### config.mk
export PLATFORM = sky130hd
export DESIGN_NAME = char_lcd_command_sequencer_unit
export DESIGN_NICKNAME = d
export VERILOG_FILES = /design/src/design/clcs_pkg.sv /design/src/design/clcs_planner.sv /design/src/design/clcs_nibble_gen.sv /design/src/design/char_lcd_command_sequencer_unit.sv
export SDC_FILE = /design/constraint.sdc
export NUM_CORES = 1
export LEC_CHECK = 0
export ABC_CLOCK_PERIOD_IN_PS = 3300
export BUFFER_PORTS_ARGS = -buffer_cell sky130_fd_sc_hd__buf_2
export CAP_MARGIN = 20
export CORE_ASPECT_RATIO = 1.2
export CORE_MARGIN = 10
export CORE_UTILIZATION = 35
export CTS_CLUSTER_DIAMETER = 120
export DETAILED_ROUTE_END_ITERATION = 16
export HOLD_SLACK_MARGIN = 0.12
export PLACE_DENSITY = 0.5
export SYNTH_ARGS = -nofsm -noshare
export SYNTH_HDL_FRONTEND = slang
export SYNTH_SLANG_ARGS = --single-unit
### constraint.sdc
create_clock -name clk -period 3.3 [get_ports clk]
set_input_delay 0.66 -clock clk [delete_from_list [all_inputs] [get_ports clk]]
set_output_delay 0.66 -clock clk [all_outputs]
set_load 0.02 [all_outputs]
### src/design/clcs_pkg.sv
package clcs_pkg;

  // Command codes on the mode field.
  localparam logic [2:0] MODE_INIT       = 3'd0;
  localparam logic [2:0] MODE_CLEAR      = 3'd1;
  localparam logic [2:0] MODE_CURSOR_ON  = 3'd2;
  localparam logic [2:0] MODE_CURSOR_OFF = 3'd3;
  localparam logic [2:0] MODE_GOTO       = 3'd4;
  localparam logic [2:0] MODE_PUTCHAR    = 3'd5;

  // Configuration register indexes.
  localparam logic CFG_ROW_COUNT    = 1'b0;
  localparam logic CFG_COLUMN_COUNT = 1'b1;

  localparam logic [2:0] ROW_COUNT_RESET    = 3'd2;
  localparam logic [5:0] COLUMN_COUNT_RESET = 6'd16;
  localparam logic [2:0] ROWS_TWO           = 3'd2;
  localparam logic [2:0] ROWS_FOUR          = 3'd4;

  // Controller instructions.
  localparam logic [7:0] CMD_SET_DDRAM    = 8'h80;
  localparam logic [7:0] DDRAM_ROW_ODD    = 8'h40;
  localparam logic [7:0] CMD_FUNCTION_SET = 8'h28;
  localparam logic [7:0] CMD_DISPLAY_OFF  = 8'h08;
  localparam logic [7:0] CMD_ENTRY_MODE   = 8'h06;
  localparam logic [7:0] CMD_CLEAR        = 8'h01;
  localparam logic [7:0] CMD_CURSOR_ON    = 8'h0E;
  localparam logic [7:0] CMD_CURSOR_OFF   = 8'h0C;
  localparam logic [7:0] CMD_BLINK_ON     = 8'h0F;
  localparam logic [3:0] NIB_8BIT_MODE    = 4'h3;
  localparam logic [3:0] NIB_4BIT_MODE    = 4'h2;

  localparam logic [6:0] WAIT_POWER_UP = 7'd100;
  localparam logic [6:0] WAIT_SECOND   = 7'd5;
  localparam logic [6:0] WAIT_SHORT    = 7'd1;
  localparam logic [1:0] WAIT_CLEAR    = 2'd3;

  localparam logic [6:0] WRAP_FOUR_ROWS = 7'd20;
  localparam logic [6:0] WRAP_OTHER     = 7'd40;

  localparam logic [4:0] BEATS_BYTE  = 5'd2;
  localparam logic [4:0] BEATS_WRAP  = 5'd4;
  localparam logic [4:0] BEATS_INIT  = 5'd28;
  localparam logic [4:0] BEATS_ROUND = 5'd14;

  typedef enum logic {KIND_BYTES, KIND_INIT} kind_t;

  typedef struct packed {
    logic [1:0] row;
    logic [5:0] column;
  } cursor_t;

  // Everything the sequencer needs to play out one command.
  typedef struct packed {
    kind_t      kind;
    logic [4:0] count;
    logic       rs0;
    logic [7:0] byte0;
    logic [1:0] wa0;
    logic [7:0] byte1;
  } plan_t;

  typedef struct packed {
    logic       rs;
    logic [3:0] nib;
    logic       poll;
    logic [6:0] wb;
    logic [1:0] wa;
    logic       last;
  } beat_t;

  function automatic logic [7:0] ddram_cmd(input logic [5:0] col, input logic [1:0] row,
                                           input logic [2:0] rows, input logic [5:0] cols);
    logic [7:0] addr;
    addr = {2'b00, col};
    if (rows == ROWS_TWO) begin
      if (row != 2'd0) addr = addr + DDRAM_ROW_ODD;
    end else if (rows == ROWS_FOUR) begin
      case (row)
        2'd1:    addr = addr + DDRAM_ROW_ODD;
        2'd2:    addr = addr + {2'b00, cols};
        2'd3:    addr = addr + DDRAM_ROW_ODD + {2'b00, cols};
        default: addr = addr;
      endcase
    end
    return CMD_SET_DDRAM | addr;
  endfunction

  // One round of the power-up sequence; the last beat flag is filled in later.
  function automatic beat_t init_beat(input logic [3:0] i);
    beat_t b;
    b = '0;
    case (i)
      4'd0:    begin b.nib = NIB_8BIT_MODE; b.wb = WAIT_POWER_UP; end
      4'd1:    begin b.nib = NIB_8BIT_MODE; b.wb = WAIT_SECOND; end
      4'd2:    begin b.nib = NIB_8BIT_MODE; b.wb = WAIT_SHORT; end
      4'd3:    begin b.nib = NIB_4BIT_MODE; b.wb = WAIT_SHORT; end
      4'd4:    begin b.nib = CMD_FUNCTION_SET[7:4]; b.wb = WAIT_SHORT; end
      4'd5:    b.nib = CMD_FUNCTION_SET[3:0];
      4'd6:    begin b.nib = CMD_DISPLAY_OFF[7:4]; b.poll = 1'b1; end
      4'd7:    b.nib = CMD_DISPLAY_OFF[3:0];
      4'd8:    begin b.nib = CMD_CLEAR[7:4]; b.poll = 1'b1; end
      4'd9:    begin b.nib = CMD_CLEAR[3:0]; b.wa = WAIT_CLEAR; end
      4'd10:   begin b.nib = CMD_ENTRY_MODE[7:4]; b.poll = 1'b1; end
      4'd11:   b.nib = CMD_ENTRY_MODE[3:0];
      4'd12:   begin b.nib = CMD_BLINK_ON[7:4]; b.poll = 1'b1; end
      4'd13:   b.nib = CMD_BLINK_ON[3:0];
      default: b = '0;
    endcase
    return b;
  endfunction

endpackage

### src/design/clcs_planner.sv
module clcs_planner (
  input  logic [2:0]       mode,
  input  logic [7:0]       char_code,
  input  logic [5:0]       column,
  input  logic [1:0]       row,
  input  logic [2:0]       row_count,
  input  logic [5:0]       column_count,
  input  clcs_pkg::cursor_t cursor,
  output clcs_pkg::plan_t   plan,
  output clcs_pkg::cursor_t cursor_next
);
  import clcs_pkg::*;

  logic [6:0] col_inc;
  logic [6:0] wrap_limit;
  logic [1:0] wrap_row;

  always_comb begin
    col_inc    = {1'b0, cursor.column} + 7'd1;
    wrap_limit = (row_count == ROWS_FOUR) ? WRAP_FOUR_ROWS : WRAP_OTHER;
    if (row_count == ROWS_FOUR) begin
      wrap_row = cursor.row + 2'd1;
    end else if (row_count == ROWS_TWO) begin
      wrap_row = (cursor.row == 2'd0) ? 2'd1 : 2'd0;
    end else begin
      wrap_row = cursor.row;
    end

    plan.kind   = KIND_BYTES;
    plan.count  = 5'd0;
    plan.rs0    = 1'b0;
    plan.byte0  = 8'h00;
    plan.wa0    = 2'd0;
    plan.byte1  = 8'h00;
    cursor_next = cursor;

    case (mode)
      MODE_INIT: begin
        plan.kind   = KIND_INIT;
        plan.count  = BEATS_INIT;
        cursor_next = '0;
      end
      MODE_CLEAR: begin
        plan.count = BEATS_BYTE;
        plan.byte0 = CMD_CLEAR;
        plan.wa0   = WAIT_CLEAR;
      end
      MODE_CURSOR_ON: begin
        plan.count = BEATS_BYTE;
        plan.byte0 = CMD_CURSOR_ON;
      end
      MODE_CURSOR_OFF: begin
        plan.count = BEATS_BYTE;
        plan.byte0 = CMD_CURSOR_OFF;
      end
      MODE_GOTO: begin
        plan.count         = BEATS_BYTE;
        plan.byte0         = ddram_cmd(column, row, row_count, column_count);
        cursor_next.row    = row;
        cursor_next.column = column;
      end
      MODE_PUTCHAR: begin
        plan.rs0   = 1'b1;
        plan.byte0 = char_code;
        plan.byte1 = ddram_cmd(6'd0, wrap_row, row_count, column_count);
        // Reaching the line end goes to column 0 of the next row with a goto (same row if rows is not 2 or 4).
        if (col_inc >= wrap_limit) begin
          plan.count         = BEATS_WRAP;
          cursor_next.row    = wrap_row;
          cursor_next.column = 6'd0;
        end else begin
          plan.count         = BEATS_BYTE;
          cursor_next.column = col_inc[5:0];
        end
      end
      default: plan.count = 5'd0;
    endcase
  end

endmodule

### src/design/clcs_nibble_gen.sv
module clcs_nibble_gen (
  input  clcs_pkg::plan_t plan,
  input  logic [4:0]      idx,
  output clcs_pkg::beat_t beat
);
  import clcs_pkg::*;

  logic [4:0] round_idx;
  logic [7:0] cur_byte;

  always_comb begin
    round_idx = (idx >= BEATS_ROUND) ? idx - BEATS_ROUND : idx;
    cur_byte  = idx[1] ? plan.byte1 : plan.byte0;
    if (plan.kind == KIND_INIT) begin
      beat = init_beat(round_idx[3:0]);
    end else begin
      // Beats 0 and 1 carry the command byte, beats 2 and 3 the wrap goto.
      beat.rs   = idx[1] ? 1'b0 : plan.rs0;
      beat.nib  = idx[0] ? cur_byte[3:0] : cur_byte[7:4];
      beat.poll = ~idx[0];
      beat.wb   = 7'd0;
      beat.wa   = (idx[0] && !idx[1]) ? plan.wa0 : 2'd0;
      beat.last = 1'b0;
    end
    beat.last = (idx == plan.count - 5'd1);
  end

endmodule

### src/design/char_lcd_command_sequencer_unit.sv
// Character LCD command sequencer for a controller on a 4-bit bus.
// Commands (init, clear, cursor on/off, goto, put character) arrive as beats on the
// in_valid/in_ready channel. Each command expands into nibble beats on the
// out_valid/out_ready channel, high nibble first, with register select, busy-poll flag,
// the waits before and after the write, and last set on the final beat.
// Beat counts: init 28, put character 2 or 4 (4 when the cursor wraps), others 2.
// Modes 6 and 7 are taken and produce nothing.
// A taken command is registered as the held command with its beat counter cleared; its
// first beat then passes through the output register before out_valid rises.
// Throughput: one nibble per cycle from a beat counter over the held command.
// The next command is taken in the cycle the previous command's last beat enters
// the output register. If the receiver stalls, the output register holds its beat
// and the counter waits.
// The user writes configuration (cfg_write, cfg_index, cfg_data) while the unit is idle;
// the unit does not enforce this. Index 0 is row_count, index 1 is column_count.
// Reset (synchronous, rst) empties the pipeline, puts the cursor at row 0 column 0
// and restores two rows of sixteen columns.
module char_lcd_command_sequencer_unit (
  input  logic       clk,
  input  logic       rst,
  input  logic       cfg_write,
  input  logic       cfg_index,
  input  logic [5:0] cfg_data,
  input  logic       in_valid,
  output logic       in_ready,
  input  logic [2:0] mode,
  input  logic [7:0] char_code,
  input  logic [5:0] column,
  input  logic [1:0] row,
  output logic       out_valid,
  input  logic       out_ready,
  output logic       register_select,
  output logic [3:0] nibble,
  output logic       poll_busy,
  output logic [6:0] wait_before_ms,
  output logic [1:0] wait_after_ms,
  output logic       last
);
  import clcs_pkg::*;

  logic [2:0] row_count;
  logic [5:0] column_count;
  cursor_t    cursor;
  cursor_t    cursor_next;
  plan_t      plan_next;
  plan_t      cmd;
  logic       busy;
  logic [4:0] idx;
  beat_t      beat;
  logic       emit;
  logic       accept;

  clcs_planner u_planner (
    .mode         (mode),
    .char_code    (char_code),
    .column       (column),
    .row          (row),
    .row_count    (row_count),
    .column_count (column_count),
    .cursor       (cursor),
    .plan         (plan_next),
    .cursor_next  (cursor_next)
  );

  clcs_nibble_gen u_nibble_gen (
    .plan (cmd),
    .idx  (idx),
    .beat (beat)
  );

  assign emit     = busy && (!out_valid || out_ready);
  assign in_ready = !rst && (!busy || (emit && beat.last));
  assign accept   = in_valid && in_ready;

  always_ff @(posedge clk) begin
    if (rst) begin
      row_count    <= ROW_COUNT_RESET;
      column_count <= COLUMN_COUNT_RESET;
      cursor       <= '0;
      busy         <= 1'b0;
      idx          <= 5'd0;
      out_valid    <= 1'b0;
    end else begin
      if (cfg_write) begin
        case (cfg_index)
          CFG_ROW_COUNT:    row_count <= cfg_data[2:0];
          CFG_COLUMN_COUNT: column_count <= cfg_data;
          default:          row_count <= row_count;
        endcase
      end
      if (emit) begin
        out_valid <= 1'b1;
      end else if (out_ready) begin
        out_valid <= 1'b0;
      end
      if (accept) begin
        // The cursor moves when the command is taken, so the next one plans from it.
        cmd    <= plan_next;
        cursor <= cursor_next;
        busy   <= (plan_next.count != 5'd0);
        idx    <= 5'd0;
      end else begin
        if (emit) begin
          idx <= idx + 5'd1;
        end
        if (emit && beat.last) begin
          busy <= 1'b0;
        end
      end
    end
  end

  always_ff @(posedge clk) begin
    if (emit) begin
      register_select <= beat.rs;
      nibble          <= beat.nib;
      poll_busy       <= beat.poll;
      wait_before_ms  <= beat.wb;
      wait_after_ms   <= beat.wa;
      last            <= beat.last;
    end
  end

  a_idx_in_range: assert property (@(posedge clk) disable iff (rst)
    busy |-> (idx < cmd.count))
    else $error("beat counter ran past the command length");

  a_poll_not_with_wait_after: assert property (@(posedge clk) disable iff (rst)
    out_valid |-> !(poll_busy && (wait_after_ms != 2'd0)))
    else $error("a polled high nibble carries a wait after it");

  a_unused_mode_idle: assert property (@(posedge clk) disable iff (rst)
    (accept && (mode > MODE_PUTCHAR)) |=> !busy)
    else $error("an unused mode started a sequence");

  a_init_length: assert property (@(posedge clk) disable iff (rst)
    (busy && cmd.kind == KIND_INIT) |-> (cmd.count == BEATS_INIT))
    else $error("init sequence has the wrong length");

endmodule

---- After elaboration in Yosys (flattened, before gate mapping) ----
Cells that the tools add are included.
W data, S select, Z words.
storage, ports and cells
  register bits ........................... 65
  output and inout port bits .............. 18
  logic and storage cells ................. 130
  input bits .............................. 31
cells by class
  add/sub/neg operators ................... 9
  equality and inequality tests ........... 28
  bitwise gates (word level) .............. 3
  $lt $le $gt $ge ......................... 2
  reduce and logical (&&, ||, !) cells .... 33
  mux-type cells .......................... 35
operators by type and width
  kind                   number
  $pmux W7 S3            3
  $mux W7                6
  $pmux W8 S5            1
  $eq A4 B4 Y1 const B   6
  $pmux W4 S6            1
  $pmux W8 S3            1
  $eq A4 B3 Y1 const B   4
  $mux W8                2
  $mux W15               1
  $pmux W5 S3            1
  $mux W2                6
  $mux W6                2
  $eq A3 B2 Y1 const B   3
  $eq A3 B3 Y1 const B   3
  $eq A2 B2 Y1 const B   4
  $eq A4 B2 Y1 const B   2
  $mux W1                8
  $mux W4                2
  $reduce_and A2 Y1      4
  $reduce_bool A2 Y1     4
  $reduce_or A2 Y1       4
  $reduce_or A4 Y1       2
  $add A6 B1 Y7 const B  1
  $add A6 B6 Y7          1
  26 further kinds       38

---- Logic depth before layout (Yosys ltp) ----
Gate-level depths: netlist of the first run.
  depth in word-level cells ............... 9
  gate-level depth with buffers ........... 9
  mapped depth without buffers ............ 9

---- Hierarchy ----
From an unflattened synthesis of the first run, not the netlist that was laid out.
unflattened totals
  cell total of the unflattened synthesis .. 377
  area total of the unflattened synthesis .. 3966.3 um^2
modules (own cells, without submodules)
  module                           cells each  area an instance (um^2)  instances  sequential area each (um^2)
  char_lcd_command_sequencer_unit  134         2163.3                   1          1711.6
  clcs_planner                     165         1201.2                   1          0.0
  clcs_nibble_gen                  78          601.8                    1          0.0

---- Worst setup path after synthesis of the first run ----
Ideal clock, no wire load.
  kind .................................... reg-to-reg
  start ................................... register cmd[20] (netlist name)
  end ..................................... register cmd[0] (netlist name), enable pin
  setup time .............................. 397 ps
  path slack .............................. 656 ps
  data required time ...................... 2903 ps
  cell stages (with the launch flop) ...... 9
  arrival ................................. 2247 ps
  clock period less this slack ............ 2644 ps
  path buffers ............................ 0
  cell sequence ........................... edfxtp_1 inv_1 ha_1 xor2_2 and3_1 o211ai_1 nand2_1 nand2_1 nor2_1
between the ends
  word-level cells in the longest chain between the ends .. 7
RTL lines
  item                                RTL line                               RTL
  from (decl)                         char_lcd_command_sequencer_unit.sv:46  plan_t cmd;
  from (signal assigned)              char_lcd_command_sequencer_unit.sv:98  cmd <= plan_next;
  $sub A5 B1 Y5                       clcs_nibble_gen.sv:25                  beat.last = (idx == plan.count - 5'd1);
  $eq A5 B5 Y1                        clcs_nibble_gen.sv:25
  $logic_and A1 B1 Y1                 char_lcd_command_sequencer_unit.sv:72  assign in_ready = !rst && (!busy || (emit && beat.last));
  $logic_or A1 B1 Y1                  char_lcd_command_sequencer_unit.sv:72
  $logic_and A1 B1 Y1                 char_lcd_command_sequencer_unit.sv:72
  $logic_and A1 B1 Y1                 char_lcd_command_sequencer_unit.sv:73  assign accept = in_valid && in_ready;
  $reduce_and A2 Y1 (no source line)  -
No other way between the ends.
A chain may end at the register's enable or synchronous reset.

---- Worst setup path in the final report of the first run ----
  start ................................... register cmd[20] (netlist name)
  end ..................................... output in_ready
between the ends
  word-level cells in the longest chain between the ends .. 5
RTL lines
  item                 RTL line                               RTL
  $sub A5 B1 Y5        clcs_nibble_gen.sv:25
  $eq A5 B5 Y1         clcs_nibble_gen.sv:25
  $logic_and A1 B1 Y1  char_lcd_command_sequencer_unit.sv:72
  $logic_or A1 B1 Y1   char_lcd_command_sequencer_unit.sv:72
  $logic_and A1 B1 Y1  char_lcd_command_sequencer_unit.sv:72
  to (decl)            char_lcd_command_sequencer_unit.sv:25  output logic in_ready,
No other way between the ends.

==> results.toml, run 1 <==
[sta]
slew_headroom_pct = 50.97
finalHoldWorstSlack_ns = 0.4892
tightest_slew_ns = 0.7355
finalSetupViolations = 0
clock-skew-final_ns = 0.006583
fmax_ghz = 0.3813
slew_viol_final = 0
setup_tns_ns = 0
final_period_minus_worst_setup_slack_ns = 2.622
rsz0062_at_grt = "false"
finalHoldViolCount = 0
final.period_utilization_pct = 79.47

[place]
place_inst = 498
gp_congestion = 0.8759
port_buffers = 45
dp_hpwl_um = 6401

[pwr]
switching_share_pct = 28.56
seqPwrFrac_pct = 55.7
power.internal_w = 0.0009921
p_total_w = 0.001389
combinationalPowerShare_pct = 15.6
power_frac_clock_pct = 28.8
vdd_ir_drop_max_mv = 0.1590
p_leak_nw = 1.486
p_switching_w = 0.0003966
p_per_area_nw_per_um2 = 373.1

[layout]
drive_gt1_share_pct = 18.13
multi_input_area_sq_um = 1743
register_area_sq_um = 1411
fin_cells = 506
antenna-diode-count = 0
syn_to_final_growth_pct = 12.60
num-fill-cells = 957
final_nets = 433

[outcome]
status = "finished clean"

[grt]
use_met1_pct = 14.10
grt_usage_pct = 12.37
grt_pass1_vias = 2801
antenna_found_initial = 0
met2_usage_pct = 22.08
grt.overflow.total = 0
grt_pass1_wl_um = 13830
use_met3_pct = 2.634
busiest_layer = "met2"
grt_max_degree = 21

[clock_network]
post-cts-setup-buffers = 0
cts_buffers = 5
cts.repair.resized = 0
cts-htree-levels = 2
cts-root-buf = "clkbuf_8"
clock-sinks = 55
clock_path_buffers = 2
clkTransAtPathRegs_ns = 0.11
cts_tree = "built"
holdBufCountCts = 0
clock_latency_ns = 0.32

[worst_setup_path]
critPathKind = "reg2out"
cp.arrival_ns = 1.96
critPathRequiredTime_ns = 2.64
crit_fanout = 4
endpoint_kind = "primary output"
max_stage_delay_ns = 0.45
startpoint_type = "register"
crit_chain = "inv_1 -> ha_1 -> xor2_2 -> and3_1 -> o211ai_1 -> a21oi_1 -> buf_2"
crit_slowest_cell = "edfxtp_1"

[routing]
drc_errors = 0
viasPerCell = 5.249
dr_total_vias = 2656
ant_nets = 0
drtIter0Drc = 122
routedWlPerCell_um = 16.12
first_pass_iters = 4
routed_wl_um = 8155

[synth]
synth_cell_type_count = 59
synth-main-ff-cell = "edfxtp_1"
synth_area_sq_um = 3306
synth_warnings = 0
synth_area_leader_cell = "edfxtp_1"
synth.area.top_cells = "edfxtp_1, dfxtp_1, ha_1, a21oi_1, nand2_1"
synthArstFlopShare_pct = 0
synth.top_cell.area_share_pct = 28.16
syn_inst = 342
seq_area_frac_synth_pct = 42.69
synth_area_per_cell_sq_um = 9.666
synth_commonest_cells = "nand2_1, edfxtp_1, a21oi_1"
ys_seq_elements = 55
synth_most_common_cell = "nand2_1"
synth_edf_count = 31

[die]
start_util_pct = 36.21
ios = 49
core_area_sq_um = 9129
die_area_sq_um = 13750
die_x_um = 108.7
num_rows = 38
die_h_um = 126.5

[min_path]
hold_class = "reg2reg"

[flow_run]
cap_viol_max_count = 0
==> area by class of cell <==
| class | instances | share of cell area [%] |
|---|---|---|
| Clock buffer | 5 | 1.849 |
| Multi-Input combinational cell | 256 | 46.82 |
| Timing Repair Buffer | 50 | 7.059 |
| Sequential cell | 55 | 37.92 |
| Inverter | 17 | 1.714 |
| Tap cell | 120 | 4.034 |
| Clock inverter | 3 | 0.6050 |
==> critical path: cells and delay by family (launching register included) <==
family                   cells  cell delay (ns)
XOR/XNOR                     1             0.21
buffers and inverters        2             0.27
AO/OA/AOI/OAI                2             0.30
AND/OR/NAND/NOR              1             0.23
flip-flops                   1             0.45
adder cells (fa/ha/maj)      1             0.18
==> flip-flops by register name, summed over array words and instances (netlist names) <==
| name | flops |
|---|---|
| busy | 1 |
| cmd | 20 |
| column_count | 6 |
| cursor | 8 |
| idx | 5 |
| last | 1 |
| nibble | 4 |
| out_valid | 1 |
| poll_busy | 1 |
| register_select | 1 |
| row_count | 3 |
| wait_after_ms | 1 |
| wait_before_ms | 3 |
==> cells in the final DEF, fill, tap and decap left out, types with 8 or more instances in the layout <==
master | synthesis | final
o21ai_0 | 25 | 25
and2_1 | 8 | 8
dfxtp_1 | 24 | 24
buf_2 | 4 | 45
xnor2_1 | 13 | 13
nand3_1 | 11 | 11
nand2_1 | 35 | 35
nor2_1 | 22 | 22
ha_1 | 16 | 16
inv_1 | 17 | 17
a21oi_1 | 29 | 29
edfxtp_1 | 31 | 31
==> routing by layer <==
layer / share of wire (%) / routed length (um) / vias to the layer above
li1: - / - / 1321
met1: 41 / 3378 / 1267
met2: 51 / 4186 / 56
met3: 5.4 / 440 / 12
met4: 1.8 / 148 / 0
met5: 0 / 0 / -
==> power groups by stage <==
stage	logic (W)	clock network (W)	registers, W
floorplan	0.000141	0	0.000794
global placement	0.000216	0	0.000789
detailed placement	0.000218	0	0.000790
CTS	0.000219	0.000411	0.000774
global route	0.000245	0.000440	0.000778
finish	0.000216	0.000400	0.000773
==> cells by family after synthesis <==
logic type	share of synthesized area [%]
other cells	0.1134
fa+ha+maj	6.662
xor+xnor	4.996
mux	4.580
buf+inv	4.807
simple gates	17.00
compound gates	19.15
flops	42.69
==> final timing paths <==
path / start / to / slack (ns) / cells past startpoint
max: cmd[20]$_DFFE_PP_ / in_ready / 0.68 / 7
min: column_count[3]$_SDFFE_PP0P_ / column_count[3]$_SDFFE_PP0P_ / 0.49 / 2
min reg2reg: column_count[3]$_SDFFE_PP0P_ / column_count[3]$_SDFFE_PP0P_ / 0.49 / 2
max reg2reg: cursor[2]$_SDFFE_PP0P_ / cursor[7]$_SDFFE_PP0P_ / 0.76 / 9
==> through the flow <==
step	area (sq um)	util [%]	setup WS (ns)
finish	3722	40.78	0.6775
global route	3722	40.78	0.5258
CTS	3722	40.78	0.6454
detailed placement	3631	39.78	0.5347
global placement	3631	39.78	0.6647
floorplan	3313	-	0.6562
Note: power is estimated with default switching activity, not from simulation.
==> run 2, diff against run 1 <==
ABC_AREA = 1   (was default)
ABC_CLOCK_PERIOD_IN_PS = 2100   (was 3300)
PLACE_DENSITY = 0.52   (was 0.5)
clock period = 2.1 ns   (was 3.3 ns; I/O delays follow)
==> run 2 against run 1 <==
Cell count is 25% higher. Utilization is 3.9 points higher. Non-clock buffer count is 32 higher. Sequential share of layout area is 4.4 points lower. Setup slack worse by 0.74 ns. The run now ends with negative setup slack left.
==> results.toml, run 2 <==
[worst_setup_path]
r2r_start = "cmd[20]$_DFFE_PP_"
worst-path-buf-inv = 6
crit_slowest_cell = "edfxtp_1"
startpoint_type = "register"
critPathTopFamily = "buffers and inverters"
r2r_cells = 17
cpMostUsedCell = "nand2_2"
crit_fanout = 3
max_stage_delay_ns = 0.38
r2r_setup_slack_ns = 0.04
crit_chain = "inv_2 -> buf_4 -> buf_4 -> buf_4 -> nand2_2 -> nand2_2 -> nand2_2 -> nand2_2 -> inv_2 -> nand3_2 -> a21oi_2 -> buf_6"
cp.arrival_ns = 1.74
critPathKind = "reg2out"
r2r-end = "cursor[5]$_SDFFE_PP0P_"
critPathRequiredTime_ns = 1.68
endpoint_kind = "primary output"

[sta]
clock-skew-final_ns = 0.005819
slew_viol_final = 0
fmax_ghz = 0.4633
setup_ws_ns = -0.05863
final_period_minus_worst_setup_slack_ns = 2.159
finalSetupViolations = 1
final.period_utilization_pct = 102.8
finalHoldWorstSlack_ns = 0.3361
rsz0062_at_grt = "true"
finalHoldViolCount = 0

[synth]
synth-main-ff-cell = "edfxtp_1"
synth_most_common_cell = "nand2_1"
synth_edf_count = 31
synth_cell_type_count = 42
synth_area_per_cell_sq_um = 7.798
synth.area.top_cells = "edfxtp_1, dfxtp_1, nand2_1, ha_1, inv_1"
synth_area_leader_cell = "edfxtp_1"
ys_seq_elements = 55
synth_area_sq_um = 3384
synthArstFlopShare_pct = 0
seq_area_frac_synth_pct = 41.70
synth.top_cell.area_share_pct = 27.50
synth_commonest_cells = "nand2_1, inv_1, nor2_1"
syn_inst = 434
synth_warnings = 0

[layout]
antenna-diode-count = 0
largest_reg_flops = 20
most-common-layout-cells = "nand2_1, nor2_1, inv_1, buf_2, buf_4"
top_register = "cmd"
drive_gt1_share_pct = 26.42
reg_top3 = "cmd: 20 flops, cursor: 8 flops, column_count: 6 flops"
post-route-util_pct = 44.65
fin_cells = 634
syn_to_final_growth_pct = 24.88
final_nets = 558
final_common_cell = "nand2_1"

[min_path]
min-delay-start = "cfg_data[4]"
whs_path_depth = 3
hold_class = "in2reg"
whs_endpoint = "column_count[4]$_SDFFE_PP1P_"

[die]
die_x_um = 109.8
core_area_sq_um = 9467
ios = 49
start_util_pct = 35.75
num_rows = 39
die_h_um = 127.7
die_area_sq_um = 14020

[routing]
first_pass_iters = 4
dr_total_vias = 3018
wl_met3_um = 358
routed_wl_um = 8327
top_layer = "met4"
routedWlPerCell_um = 13.13
wl_met2_um = 4344
viasPerCell = 4.760
ant_nets = 0
routedLengthMet1_um = 3523
drtIter0Drc = 123
drc_errors = 0

[clock_network]
clock_latency_ns = 0.29
cts_tree = "built"
cts-root-buf = "clkbuf_16"
cts-htree-levels = 2
clkTransAtPathRegs_ns = 0.07
clock-sinks = 55
clock_path_buffers = 2
cts_buffers = 5

[pwr]
p_leak_nw = 1.887
vdd_ir_drop_max_mv = 0.3129
p_per_area_nw_per_um2 = 574.8

[place]
detailedPlace.worstSlack_ns = -0.03564
gp_congestion = 0.9040
port_buffers = 45
dp_hpwl_um = 6507
place_inst = 613

[outcome]
violations = "negative setup slack"
status = "finished with violations"

[grt]
grt_pass1_wl_um = 14260
grt_pass1_vias = 3072
antenna_found_initial = 0
grt_usage_pct = 12.32
grt_max_degree = 20
grt.overflow.total = 0

[flow_run]
cap_viol_max_count = 0
-- run 2: cell types whose count changed after synthesis, sizes merged, moves of 8 or more --
| cell | previous run | this run |
|---|---|---|
| nand2 | 35 | 119 |
| inv | 17 | 49 |
| nor2 | 22 | 49 |
| nand3 | 11 | 23 |
| nand4 | 1 | 11 |
| xnor2 | 13 | 3 |
| and2 | 8 | 0 |
-- run 2: layout make-up --
cell class	count	area [sq um]
inverters	52	203.9
flip-flops and latches	55	1418
repair buffers	82	538.0
multi-input cells	314	1773
well taps	123	153.9
clock buffers	7	132.6
fillers	986	5240
clock inverters	1	7.507
-- run 2: repair_timing --
| item | 4_1_cts | 5_1_grt |
|---|---|---|
| hold buffers | 0 | 0 |
| resized for setup | 6 | 32 |
| endpoints found under the setup margin | 1 | 20 |
| setup buffers | 10 | 3 |
| pin swaps | 5 | 8 |
-- run 2: cells by family (layout without fill, tap and decap cells) --
family,Yosys count,count (layout),share of synthesized area (%)
buffers and inverters,67,142,9.057
other,1,3,0.1108
and+or+nand+nor,212,212,27.87
DFF,55,55,41.70
AOI/OAI and AO/OA,73,73,12.42
adders and majority gates,17,17,6.506
xor gates and xnor gates,9,9,2.329
-- run 2: layer usage --
layer  GRT usage [%]  vias up
li1                -     1584
met1           14.33     1378
met2           22.28       50
met3           2.515        6
met4           2.914        0
met5               0        -
-- run 2: worst min-delay path: stages --
cell     delay [ns]
buf_2          0.07
nand2_1        0.05
nand3_1        0.05
-- run 2: worst max-delay path by stage --
stage	start	endpoint	slack [ns]	depth (start not counted)
6_report	cmd[20]$_DFFE_PP_	in_ready	-0.06	12
5_1_grt	cmd[20]$_DFFE_PP_	in_ready	-0.18	12
4_1_cts	cmd[20]$_DFFE_PP_	in_ready	-0.11	10
3_5_place_dp	column[0]	cmd[16]$_DFFE_PP_	-0.04	13
3_3_place_gp	column[0]	cmd[16]$_DFFE_PP_	-0.04	13
2_1_floorplan	cmd[20]$_DFFE_PP_	cmd[0]$_SDFFCE_PN0P_	0.12	11
-- run 2: through the flow --
step	instance area [sq um]	setup TNS [ns]	power (W)
final	4227	-0.05863	0.002430
after global routing	4227	-1.700	0.002566
after CTS	4110	-0.1214	0.002450
after detailed placement	3874	-0.03564	0.001621
after global placement	3874	-0.03582	0.001617
after floorplan	3396	0	0.001488
-- run 2: where the power goes --
group / internal, W / switching (W) / total, W / leakage (nW)
clock network: 0.000444 / 0.000365 / 0.000809 / 0.0641
registers: 0.00119 / 0.0000284 / 0.00122 / 0.493
logic: 0.000160 / 0.000242 / 0.000401 / 1.33
